--- config.mk ---
export PLATFORM = sky130hd
export DESIGN_NAME = ffa_ram
export DESIGN_NICKNAME = d
export VERILOG_FILES = /design/src/rtl/core/first_fit_heap_allocator_unit_defines.svh /design/src/rtl/core/ffa_ram.sv
export SDC_FILE = /design/constraint.sdc
export NUM_CORES = 1
export LEC_CHECK = 0
export ABC_CLOCK_PERIOD_IN_PS = 4200
export BUFFER_PORTS_ARGS = -buffer_cell sky130_fd_sc_hd__buf_2
export CAP_MARGIN = 30
export CORE_MARGIN = 1.5
export CORE_UTILIZATION = 65
export DETAILED_ROUTE_END_ITERATION = 7
export GPL_TIMING_DRIVEN = 0
export PLACE_DENSITY = 0.84
export SLEW_MARGIN = 20
export SYNTH_ARGS = -nofsm -noshare
export SYNTH_HDL_FRONTEND = slang
export SYNTH_SLANG_ARGS = --single-unit
--- constraint.sdc ---
create_clock -name clock -period 4.2 [get_ports clock]
set_input_delay 0.84 -clock clock [delete_from_list [all_inputs] [get_ports clock]]
set_output_delay 0.84 -clock clock [all_outputs]
set_load 0.02 [all_outputs]
--- src/rtl/core/first_fit_heap_allocator_unit_defines.svh ---
// ----------------------------------------------------------------------------
// Assertion macros for the first-fit heap allocator
// Property shorthands used at the end of the allocator RTL module.
// ----------------------------------------------------------------------------
`ifndef FIRST_FIT_HEAP_ALLOCATOR_UNIT_DEFINES_SVH
`define FIRST_FIT_HEAP_ALLOCATOR_UNIT_DEFINES_SVH

// same-cycle implication
`define FFA_ASSERT_IMPL(lbl, clk, rst, ante, cons, msg) \
   lbl: assert property (@(posedge clk) disable iff (rst) (ante) |-> (cons)) \
      else $error(msg);

// next-cycle implication
`define FFA_ASSERT_NEXT(lbl, clk, rst, ante, cons, msg) \
   lbl: assert property (@(posedge clk) disable iff (rst) (ante) |=> (cons)) \
      else $error(msg);

`endif

--- src/rtl/core/ffa_ram.sv ---
`timescale 1ns / 1ps
// ----------------------------------------------------------------------------
// ffa_ram
// Generic simple dual-port RAM, one write port, one registered read port.
// ----------------------------------------------------------------------------
module ffa_ram #(
   parameter int WIDTH = 8,
   parameter int DEPTH = 16
) (
   input  logic                     clock,
   input  logic                     wr_en,
   input  logic [$clog2(DEPTH)-1:0] wr_addr,
   input  logic [WIDTH-1:0]         wr_data,
   input  logic [$clog2(DEPTH)-1:0] rd_addr,
   output logic [WIDTH-1:0]         rd_data
);
   logic [WIDTH-1:0] mem [DEPTH];
   logic [WIDTH-1:0] rd_data_ff;

   always_ff @(posedge clock) begin
      if (wr_en) begin
         mem[wr_addr] <= wr_data;
      end
      rd_data_ff <= mem[rd_addr];
   end

   assign rd_data = rd_data_ff;
endmodule

After elaboration in Yosys (flattened, before gate mapping)
Memories as Yosys holds them, arrays and structs flattened. A register that Yosys moved wholly into a read port is not among the register bits.
Index checks and enable logic that the tools add are counted.
{"block": "classes", "n_mux": 2}
{"operator": "$mux W1", "count": 2}
{"block": "totals", "ff_bits": 0, "mem_bits_rw": 128, "inputBits": 18, "out_inout_bits": 8, "elab_cells": 3, "memories": 1}
{"memory": "mem", "words": 16, "word_bits": 8, "rd": 1, "rd_ports_with_merged_regs": 1, "wr": 1, "line": "ffa_ram.sv:17", "text": "logic [WIDTH-1:0] mem [DEPTH];"}

Longest topological paths before layout
Gate-level depths: netlist (run 1).
{"block": "depth", "word_depth": 2, "depth_mapped": 5, "depth_no_buf": 3}

Least setup slack after synthesis (run 1)
Ideal clock, no wire load.
{"block": "synth_timing", "path_kind": "in2reg", "start": "input wr_addr[2]", "end": "memory mem[0][0] (enable)", "setup_ns": 0.383, "arrival_time_ns": 1.950, "required_time_ns": 3.817, "path_slack_ns": 1.867, "path_stages": 2, "n_path_buf": 0, "cell_sequence": "or3b_2 -> nor3_1"}
{"element": "start, declared", "line": "ffa_ram.sv:12", "text": "input logic [$clog2(DEPTH)-1:0] wr_addr,"}
{"element": "end, declared", "line": "ffa_ram.sv:17"}
Straight into the memory's write port.

Final worst setup path (run 1)
{"block": "layout_timing", "start": "input wr_addr[2]", "end": "memory mem[3][5] (enable)"}
Straight into the memory's write port.

==> results of run 1 <==
## critical path, cell delays in order
cell	delay, ns
buf_2	0.11
or3b_2	0.54
nor2_1	0.65
## power groups by stage
stage / Combinational [mW] / Sequential [mW] / Clock [mW]
global route: 0.165 / 1.53 / 1.41
floorplan: 0.0770 / 1.56 / 0
finish: 0.156 / 1.53 / 1.35
CTS: 0.156 / 1.53 / 1.36
detailed placement: 0.153 / 1.55 / 0
global placement: 0.146 / 1.55 / 0
## cells in the final DEF, fill, tap and decap left out, types with 2 or more instances in the layout
master           synthesis  routed
a22oi_1                 16      16
nand2_1                  9       9
mux4_2                  18      18
clkinv_2                 0       5
nor2_1                  13      13
dfxtp_1                  8       8
edfxtp_1               128     128
nor3_2                   0       4
nand3b_1                 2       2
clkbuf_8                 0       3
mux4_1                  14      14
clkdlybuf4s25_2          3       3
clkinvlp_4               0       4
buf_2                    3      27
buf_6                    3       3
nand2b_1                 2       2
clkbuf_16                0      16
clkinv_4                 0       2
## area by class of cell
cell class | instances | area [sq um] | area share
multi-input cells | 83 | 1080 | 0.181
clock inverters | 12 | 103 | 0.0172
repair buffers | 24 | 120 | 0.0201
clock buffers | 20 | 445 | 0.0747
plain buffers | 10 | 86.3 | 0.0145
well taps | 102 | 128 | 0.0214
flip-flops and latches | 136 | 4000 | 0.671
## how the worst max path moves through the flow
stage                     slack (ns)   endpoint  cells after the start
after CTS                       2.24  mem[3][7]                      3
final                           2.21  mem[3][5]                      3
after floorplan                 1.87  mem[0][0]                      2
after detailed placement        1.69  mem[3][0]                      3
after global routing            2.17  mem[3][5]                      3
after global placement          1.38  mem[0][0]                      3
## kinds of logic after synthesis
family / count (synthesis) / share of synthesized area
AO/OA/AOI/OAI: 16 / 0.0233
buffers and inverters: 10 / 0.0168
flip-flops: 136 / 0.778
multiplexers: 32 / 0.150
AND/OR/NAND/NOR: 35 / 0.0318
## per-stage QoR
stage	total power, mW	cell area (sq um)	setup slack, ns	hold slack [ns]	util
global route	3.11	5960	2.17	0.695	0.776
floorplan	1.64	5150	1.87	0.629	-
CTS	3.04	5960	2.24	0.687	0.776
detailed placement	1.71	5420	1.69	0.676	0.704
global placement	1.70	5400	1.38	0.652	0.702
finish	3.03	5960	2.21	0.684	0.776
## state kept, by name (all words and copies together) (netlist names)
signal	cells
mem	128
rd_data	8
## metal layers
metal / GRT usage / vias to the layer above / share of wire
met5: 0 / - / 0
met4: 0.117 / 0 / 0.022
met3: 0.0912 / 15 / 0.089
met2: 0.390 / 145 / 0.50
met1: 0.364 / 1246 / 0.39
li1: - / 1060 / -
==> flow_summary.yaml, run 1 <==
status:
  status: "completed"
grt:
  grt_pass1_vias: 2530
  grt_overflow_total: 0
  grt_max_degree: 17
  antenna_found_initial: 0
  grt_usage: 0.264
  grt_pass1_wl_um: 14800
synthesis:
  yosys-top-cells-count: "edfxtp_1 (128), mux4_2 (18), a22oi_1 (16)"
  yosysTopAreaCell: "edfxtp_1"
  synth_edf_count: 128
  avgSynthCellArea_sq_um: 22.5
  synth_area_leaders: "edfxtp_1 (75%), mux4_2 (7.9%), mux4_1 (7.1%)"
  ys_warn_count: 0
  seq_area_frac_synth: 0.778
  ys_ff_latch: 136
  synthArstFlopShare: 0
  ys.flop_type: "edfxtp_1"
  synth_area_sq_mm: 0.00515
  synth_top_area_share: 0.747
  synth.most_common_cell: "edfxtp_1"
  syn_inst: 229
  synth_nets: 247
  synth_cell_types: 19
cts:
  post_cts_buffers: 0
  hold_buffers: 0
  cts_sinks: 136
  h-tree-depth: 4
  cts_resized: 0
  clock_latency_ns: 0.53
  path_clk_slew_ns: 0.06
  numCtsBuffers: 17
  cts_tree: "done"
  ctsLongestPathBuffers: 2
  cts-root-buf: "clkbuf_8"
final_layout:
  final_layout_size_suffix_gt1_frac: 0.309
  instances_no_fill: 387
  finalNetCount: 290
  num_antenna_cells: 0
  n_fill_cell: 385
  syn2layout_area_growth_pct: 15.8
power_and_ir_drop:
  seq_power_share: 0.503
  ir_drop_v: 0.000445
  p_leak_nw: 2.01
  intPower_mw: 2.39
  p_sw_frac: 0.212
  power_switching_mw: 0.642
  pwr-share-comb: 0.051
  p_per_area_mw_per_mm2: 508
  p_clk_frac: 0.445
placement:
  place.gp.congestion: 0.782
  hpwl_um: 6030
  numPlacedInstances: 355
  port_buffers: 24
die:
  core_area_sq_mm: 0.00769
  io_pins: 26
  die_h_um: 92.0
  fp.dieW_um: 92.0
  rows: 32
  die_area_sq_mm: 0.00846
  start_util: 0.670
setup_path:
  cp-end-kind: "flip-flop"
  worstSetupPathType: "input pin to flip-flop"
  crit_start: "wr_addr[2]"
  worstPathMaxFanout: 8
  r2r-end: "rd_data[1]"
  required_ns: 4.35
  critical_path.startpoint_type: "input pin"
  cp_data_arrival_time_ns: 2.15
  ff2ff_path_depth: 3
  reg2reg_from: "mem[6][1]"
  reg2reg_slack_ns: 2.76
timing:
  rsz0062_at_grt: "no"
  finalSetupTns_ns: 0
  fmax_mhz: 502
  setup_viol: 0
  tightest_slew_ns: 0.849
  hold_viol: 0
  final_min_period_over_clock_period: 0.475
  fin_skew_ns: 0.00681
  slew_viol_final: 0
  relSlewSlack: 0.432
  period_needed_ns: 1.99
worst_hold_path:
  holdPathStages: 3
  hold_path_class: "flip-flop to flip-flop"
  hp-start: "mem[11][3]"
  hold_path_end: "rd_data[3]"
drt:
  drtIter0Drc: 279
  via_per_inst: 6.37
  vias: 2466
  dr.pass1.iters: 5
  wl_per_cell_um: 25.2
  drc: 0
  wirelength_um: 9740
  antenna_left: 0
job:
  max-cap-violations: 0
(Power assumes the default switching activity.)
==> run 2, diff against run 1 <==
--- a/config.mk
+++ b/config.mk
@@ -5,14 +5,15 @@
 export SDC_FILE = /design/constraint.sdc
 export NUM_CORES = 1
 export LEC_CHECK = 0
-export ABC_CLOCK_PERIOD_IN_PS = 4200
+export ABC_AREA = 1
+export ABC_CLOCK_PERIOD_IN_PS = 1700
 export BUFFER_PORTS_ARGS = -buffer_cell sky130_fd_sc_hd__buf_2
 export CAP_MARGIN = 30
 export CORE_MARGIN = 1.5
-export CORE_UTILIZATION = 65
+export CORE_UTILIZATION = 55
 export DETAILED_ROUTE_END_ITERATION = 7
 export GPL_TIMING_DRIVEN = 0
-export PLACE_DENSITY = 0.84
+export PLACE_DENSITY = 0.75
 export SLEW_MARGIN = 20
 export SYNTH_ARGS = -nofsm -noshare
 export SYNTH_HDL_FRONTEND = slang
==> constraint.sdc (replaced) <==
create_clock -name clock -period 1.7 [get_ports clock]
set_input_delay 0.34 -clock clock [delete_from_list [all_inputs] [get_ports clock]]
set_output_delay 0.34 -clock clock [all_outputs]
set_load 0.02 [all_outputs]
==> run 2 against run 1 <==
Design area increased by 11%; largest cell class unchanged; die area up 31%; highest routed layer unchanged; first-iteration DRC count rose by 44%; clock skew decreased by 0.0014 ns; sequential power up 150%; critical path depth down 2; combinational power grew to 3.3 times the previous value; global-route usage decreased by 0.22 points; largest power group unchanged.
==> flow_summary.yaml, run 2 <==
final_layout:
  largest_reg_flops: 128
  finalNetCount: 610
  final_cell_mix: "nand2_1 (173), edfxtp_1 (128), inv_1 (100)"
  num_antenna_cells: 0
  regMostFlops: "mem"
  final_layout_size_suffix_gt1_frac: 0.127
  syn2layout_area_growth_pct: 14.7
  n_fill_cell: 773
  final_common_cell: "nand2_1"
timing:
  period_needed_ns: 1.34
  rsz0062_at_grt: "no"
  finalSetupTns_ns: 0
  setup_viol: 0
  final_min_period_over_clock_period: 0.787
  tightest_slew_ns: 0.901
  fmax_mhz: 747
  holdWs_ns: 0.226
  relSlewSlack: 0.397
  hold_viol: 0
  slew_viol_final: 0
  fin_skew_ns: 0.00537
drt:
  via_per_inst: 5.27
  wl_per_cell_um: 18.0
  drc: 0
  wirelength_um: 13300
  vias: 3906
  antenna_left: 0
  dr.pass1.iters: 5
  drtIter0Drc: 402
die:
  io_pins: 26
  fp.dieW_um: 105
  die_h_um: 105
  start_util: 0.564
  die_area_sq_mm: 0.0111
  rows: 37
  core_area_sq_mm: 0.0102
synthesis:
  synth_nets: 569
  yosys-top-cells-count: "nand2_1 (173), edfxtp_1 (128), inv_1 (100)"
  avgSynthCellArea_sq_um: 10.5
  muxShareOfSynthArea: 0
  synth_area_sq_mm: 0.00577
  synth_top_area_share: 0.667
  synth_cell_types: 12
  synth_adder_area_share: 0
  synth_edf_count: 128
  ys_warn_count: 0
  yosysTopAreaCell: "edfxtp_1"
  synthArstFlopShare: 0
  synth_area_leaders: "edfxtp_1 (67%), nand2_1 (11%), nand3_1 (8.4%)"
  ys.flop_type: "edfxtp_1"
  synth_top_family_by_area: "simple AND/OR/NAND/NOR gates"
  synth.most_common_cell: "nand2_1"
  synth-simple-area-share: 0.210
  synth-xor-area-share: 0
  ys_ff_latch: 136
  syn_inst: 551
  synth_compound_area_frac: 0
  seq_area_frac_synth: 0.694
cts:
  cts-root-buf: "clkbuf_8"
  h-tree-depth: 4
  numCtsBuffers: 17
  post_cts_buffers: 0
  cts_sinks: 136
  cts_tree: "done"
  ctsLongestPathBuffers: 2
  hold_buffers: 0
  path_clk_slew_ns: 0.06
  clock_latency_ns: 0.52
  cts_resized: 0
power_and_ir_drop:
  p_clk_frac: 0.449
  intPower_mw: 5.99
  p_sw_frac: 0.228
  pwr-share-comb: 0.065
  seq_power_share: 0.486
  power_switching_mw: 1.77
  ir_drop_v: 0.000774
  p_per_area_mw_per_mm2: 1170
  p_leak_nw: 2.88
setup_path:
  cp_slowest_cell: "dfxtp_1"
  reg2reg_from: "mem[11][2]"
  required_ns: 1.36
  critPathTopFamily: "flip-flops"
  critPathMaxStageDelay_ns: 0.31
  ff2ff_path_depth: 6
  worstPathMaxFanout: 1
  path_cells: "buf_2"
  cp-end-kind: "output pin"
  critical_path.startpoint_type: "flip-flop"
  cp_data_arrival_time_ns: 1.00
  r2r-end: "rd_data[2]"
  cp_num_cells: 1
  crit_buf_inv: 1
  reg2reg_slack_ns: 0.67
  worstSetupPathType: "flip-flop to output pin"
grt:
  grt_usage: 0.262
  met1_usage: 0.366
  grt_max_degree: 17
  grt_util_met2: 0.403
  antenna_found_initial: 0
  grt_overflow_total: 0
  grt_pass1_vias: 3688
  busiest_layer: "met2"
  grt_pass1_wl_um: 20700
  use_met3: 0.0649
worst_hold_path:
  hold_path_end: "rd_data[0]"
  holdPathStages: 4
  hp-start: "rd_addr[2]"
  hold_path_class: "input pin to flip-flop"
placement:
  port_buffers: 22
  place.gp.congestion: 0.963
  hpwl_um: 8830
status:
  status: "completed"
job:
  max-cap-violations: 0
run 2: changes by cell type after synthesis, moves of 10 or more:
| cell | before | now |
|---|---|---|
| a22oi_1 | 16 | 0 |
| buf_2 | 3 | 13 |
| inv_1 | 0 | 100 |
| mux4_1 | 14 | 0 |
| mux4_2 | 18 | 0 |
| nand2_1 | 9 | 173 |
| nand3_1 | 1 | 97 |
run 2: how the worst max path moves through the flow:
stage                     slack, ns        from         end
after floorplan                0.41  wr_addr[2]  mem[10][0]
after global placement        -0.08  wr_addr[3]   mem[4][1]
after detailed placement      -0.09  wr_addr[3]   mem[5][0]
after CTS                      0.35  rd_data[0]  rd_data[0]
after global routing           0.32  rd_data[3]  rd_data[3]
final                          0.36  rd_data[0]  rd_data[0]
run 2: per-layer routing:
metal,share of wire,up-vias
met5,0,-
met1,0.42,1805
met4,0.019,0
met3,0.10,23
met2,0.46,214
li1,-,1864
run 2: cell type report:
cell class / count / area [sq um] / area share
flip-flops and latches: 136 / 4000 / 0.605
multi-input cells: 289 / 1210 / 0.183
clock buffers: 18 / 418 / 0.0632
inverters: 102 / 383 / 0.0579
well taps: 136 / 170 / 0.0257
plain buffers: 24 / 166 / 0.0252
clock inverters: 14 / 150 / 0.0227
repair buffers: 22 / 110 / 0.0166
run 2: cell families (layout without fill, tap and decap cells):
family / count (synthesis) / count (layout)
buf+inv: 126 / 180
simple gates: 289 / 289
flops: 136 / 136
run 2: through the flow:
step | setup slack, ns | power, mW | util | instance area (sq um) | std cells
2_1_floorplan | 0.409 | 4.13 | - | 5770 | 551
3_3_place_gp | -0.0810 | 4.32 | 0.591 | 6050 | 709
3_5_place_dp | -0.0947 | 4.34 | 0.591 | 6050 | 709
4_1_cts | 0.347 | 7.77 | 0.647 | 6620 | 741
5_1_grt | 0.319 | 7.98 | 0.647 | 6620 | 741
6_report | 0.362 | 7.76 | 0.647 | 6620 | 741
run 2: power by group through the flow:
stage                     Sequential, mW  Clock [mW]  Combinational [mW]
after floorplan                     3.86           0               0.264
after global placement              3.83           0               0.491
after detailed placement            3.84           0               0.500
after CTS                           3.77        3.49               0.504
after global routing                3.77        3.65               0.555
final                               3.77        3.48               0.508
==> run 3, diff against run 2 <==
--- a/config.mk
+++ b/config.mk
@@ -5,15 +5,15 @@
 export SDC_FILE = /design/constraint.sdc
 export NUM_CORES = 1
 export LEC_CHECK = 0
-export ABC_AREA = 1
-export ABC_CLOCK_PERIOD_IN_PS = 1700
+export ABC_AREA = 0
+export ABC_CLOCK_PERIOD_IN_PS = 1100
 export BUFFER_PORTS_ARGS = -buffer_cell sky130_fd_sc_hd__buf_2
 export CAP_MARGIN = 30
 export CORE_MARGIN = 1.5
-export CORE_UTILIZATION = 55
+export CORE_UTILIZATION = 54
 export DETAILED_ROUTE_END_ITERATION = 7
 export GPL_TIMING_DRIVEN = 0
-export PLACE_DENSITY = 0.75
+export PLACE_DENSITY = 0.74
 export SLEW_MARGIN = 20
 export SYNTH_ARGS = -nofsm -noshare
 export SYNTH_HDL_FRONTEND = slang
==> constraint.sdc (replaced) <==
create_clock -name clock -period 1.1 [get_ports clock]
set_input_delay 0.22 -clock clock [delete_from_list [all_inputs] [get_ports clock]]
set_output_delay 0.22 -clock clock [all_outputs]
set_load 0.02 [all_outputs]
==> run 3 against run 2 <==
The run now ends with setup timing left; flip-flop and latch count unchanged; combinational power up 39%; design area down 6.7%; clock skew up 0.0013 ns; sequential power up 55%; register-to-register slack worse by 0.88 ns; highest routed layer unchanged; first-iteration DRC count down 50%; clock power up 49%; utilization up 2.2 points.
==> flow_summary.yaml, run 3 (synthesis results as in run 1) <==
final_layout:
  n_fill_cell: 602
  final_util: 0.668
  regMostFlops: "mem"
  syn2layout_area_growth_pct: 20.0
  final_common_cell: "edfxtp_1"
  final_layout_size_suffix_gt1_frac: 0.446
  final_cell_mix: "edfxtp_1 (128), mux4_2 (31), buf_2 (18)"
  finalNetCount: 290
  num_antenna_cells: 0
  largest_reg_flops: 128
power_and_ir_drop:
  p_sw_frac: 0.208
  p_clk_frac: 0.441
  p_per_area_mw_per_mm2: 1900
  power_switching_mw: 2.43
  seq_power_share: 0.498
  intPower_mw: 9.29
  pwr-share-comb: 0.060
  ir_drop_v: 0.00135
  p_leak_nw: 2.00
grt:
  grt_overflow_total: 0
  grt_usage: 0.214
  grt_max_degree: 17
  grt_pass1_wl_um: 14500
  antenna_found_initial: 0
  grt_pass1_vias: 2432
setup_path:
  worstSetupPathType: "flip-flop to flip-flop"
  ff2ff_path_depth: 3
  required_ns: 1.49
  cp-end-kind: "flip-flop"
  worstPathMaxFanout: 1
  reg2reg_slack_ns: -0.21
  r2r-end: "rd_data[0]"
  cp_data_arrival_time_ns: 1.71
  reg2reg_from: "mem[11][0]"
  critical_path.startpoint_type: "flip-flop"
cts:
  ctsLongestPathBuffers: 2
  cts_tree: "done"
  numCtsBuffers: 17
  hold_buffers: 0
  h-tree-depth: 4
  path_clk_slew_ns: 0.06
  cts_sinks: 136
  post_cts_buffers: 0
  cts-root-buf: "clkbuf_8"
  clock_latency_ns: 0.52
timing:
  tightest_slew_ns: 0.787
  period_needed_ns: 1.31
  holdWs_ns: 0.101
  final_min_period_over_clock_period: 1.19
  relSlewSlack: 0.474
  fin_ws_ns: -0.212
  fmax_mhz: 762
  rsz0062_at_grt: "yes"
  fin_skew_ns: 0.00668
  setup_viol: 24
  slew_viol_final: 0
  finalSetupTns_ns: -2.05
  hold_viol: 0
drt:
  drc: 0
  wl_per_cell_um: 23.4
  drtIter0Drc: 200
  via_per_inst: 5.83
  vias: 2412
  dr.pass1.iters: 4
  wirelength_um: 9690
  antenna_left: 0
placement:
  place.gp.congestion: 0.768
  port_buffers: 24
  hpwl_um: 6020
die:
  start_util: 0.557
  fp.dieW_um: 101
  die_area_sq_mm: 0.0101
  core_area_sq_mm: 0.00924
  rows: 35
  io_pins: 26
  die_h_um: 101
status:
  violations: "setup timing"
  status: "finished with violations"
worst_hold_path:
  hold_path_class: "input pin to flip-flop"
  holdPathStages: 1
  hp-start: "wr_data[6]"
  hold_path_end: "mem[14][6]"
job:
  max-cap-violations: 0
[run 3: how the worst max path moves through the flow]
stage	start	cells past startpoint	to
after global placement	wr_addr[2]	3	mem[9][2]
after global routing	mem[11][0]	3	rd_data[0]
after detailed placement	wr_addr[2]	3	mem[11][3]
after CTS	mem[10][0]	3	rd_data[0]
final	mem[11][0]	3	rd_data[0]
after floorplan	wr_addr[2]	2	mem[0][0]
[run 3: cell type report]
cell class              count  area [sq um]  area share
multi-input cells          83          1150       0.187
clock buffers              17           414      0.0671
well taps                 129           161      0.0261
clock inverters            15           135      0.0219
repair buffers             24           176      0.0286
flip-flops and latches    136          4010       0.650
plain buffers              10           120      0.0195
[run 3: critical path: stages, from the launching register on]
cell and delay, ns:
edfxtp_1 0.38, mux4_2 0.51, a22oi_2 0.22, nand2_1 0.08
[run 3: stage by stage]
step,setup WS [ns],std cells,instance area [sq um],power (mW)
after CTS,-0.218,414,6150,11.8
after floorplan,-0.223,229,5210,6.31
after detailed placement,-0.685,382,5490,6.56
after global routing,-0.233,414,6170,12.1
after global placement,-0.629,382,5490,6.54
final,-0.212,414,6170,11.7
[run 3: routing by layer]
| layer | GRT usage | part of all wire |
|---|---|---|
| met4 | 0.0661 | 0.014 |
| met3 | 0.0645 | 0.056 |
| met5 | 0 | 0 |
| met1 | 0.297 | 0.41 |
| met2 | 0.332 | 0.52 |
[run 3: what timing repair did]
action                     4_1_cts  5_1_grt
pin swaps                        3        3
gates cloned                     0        0
resized for setup               32        8
setup endpoints to repair       47       32
[run 3: power by group through the flow]
stage / logic, mW / clock network, mW / registers [mW]
6_report: 0.708 / 5.17 / 5.84
3_5_place_dp: 0.635 / 0 / 5.93
2_1_floorplan: 0.336 / 0 / 5.97
4_1_cts: 0.702 / 5.22 / 5.84
5_1_grt: 0.750 / 5.46 / 5.85
3_3_place_gp: 0.619 / 0 / 5.92
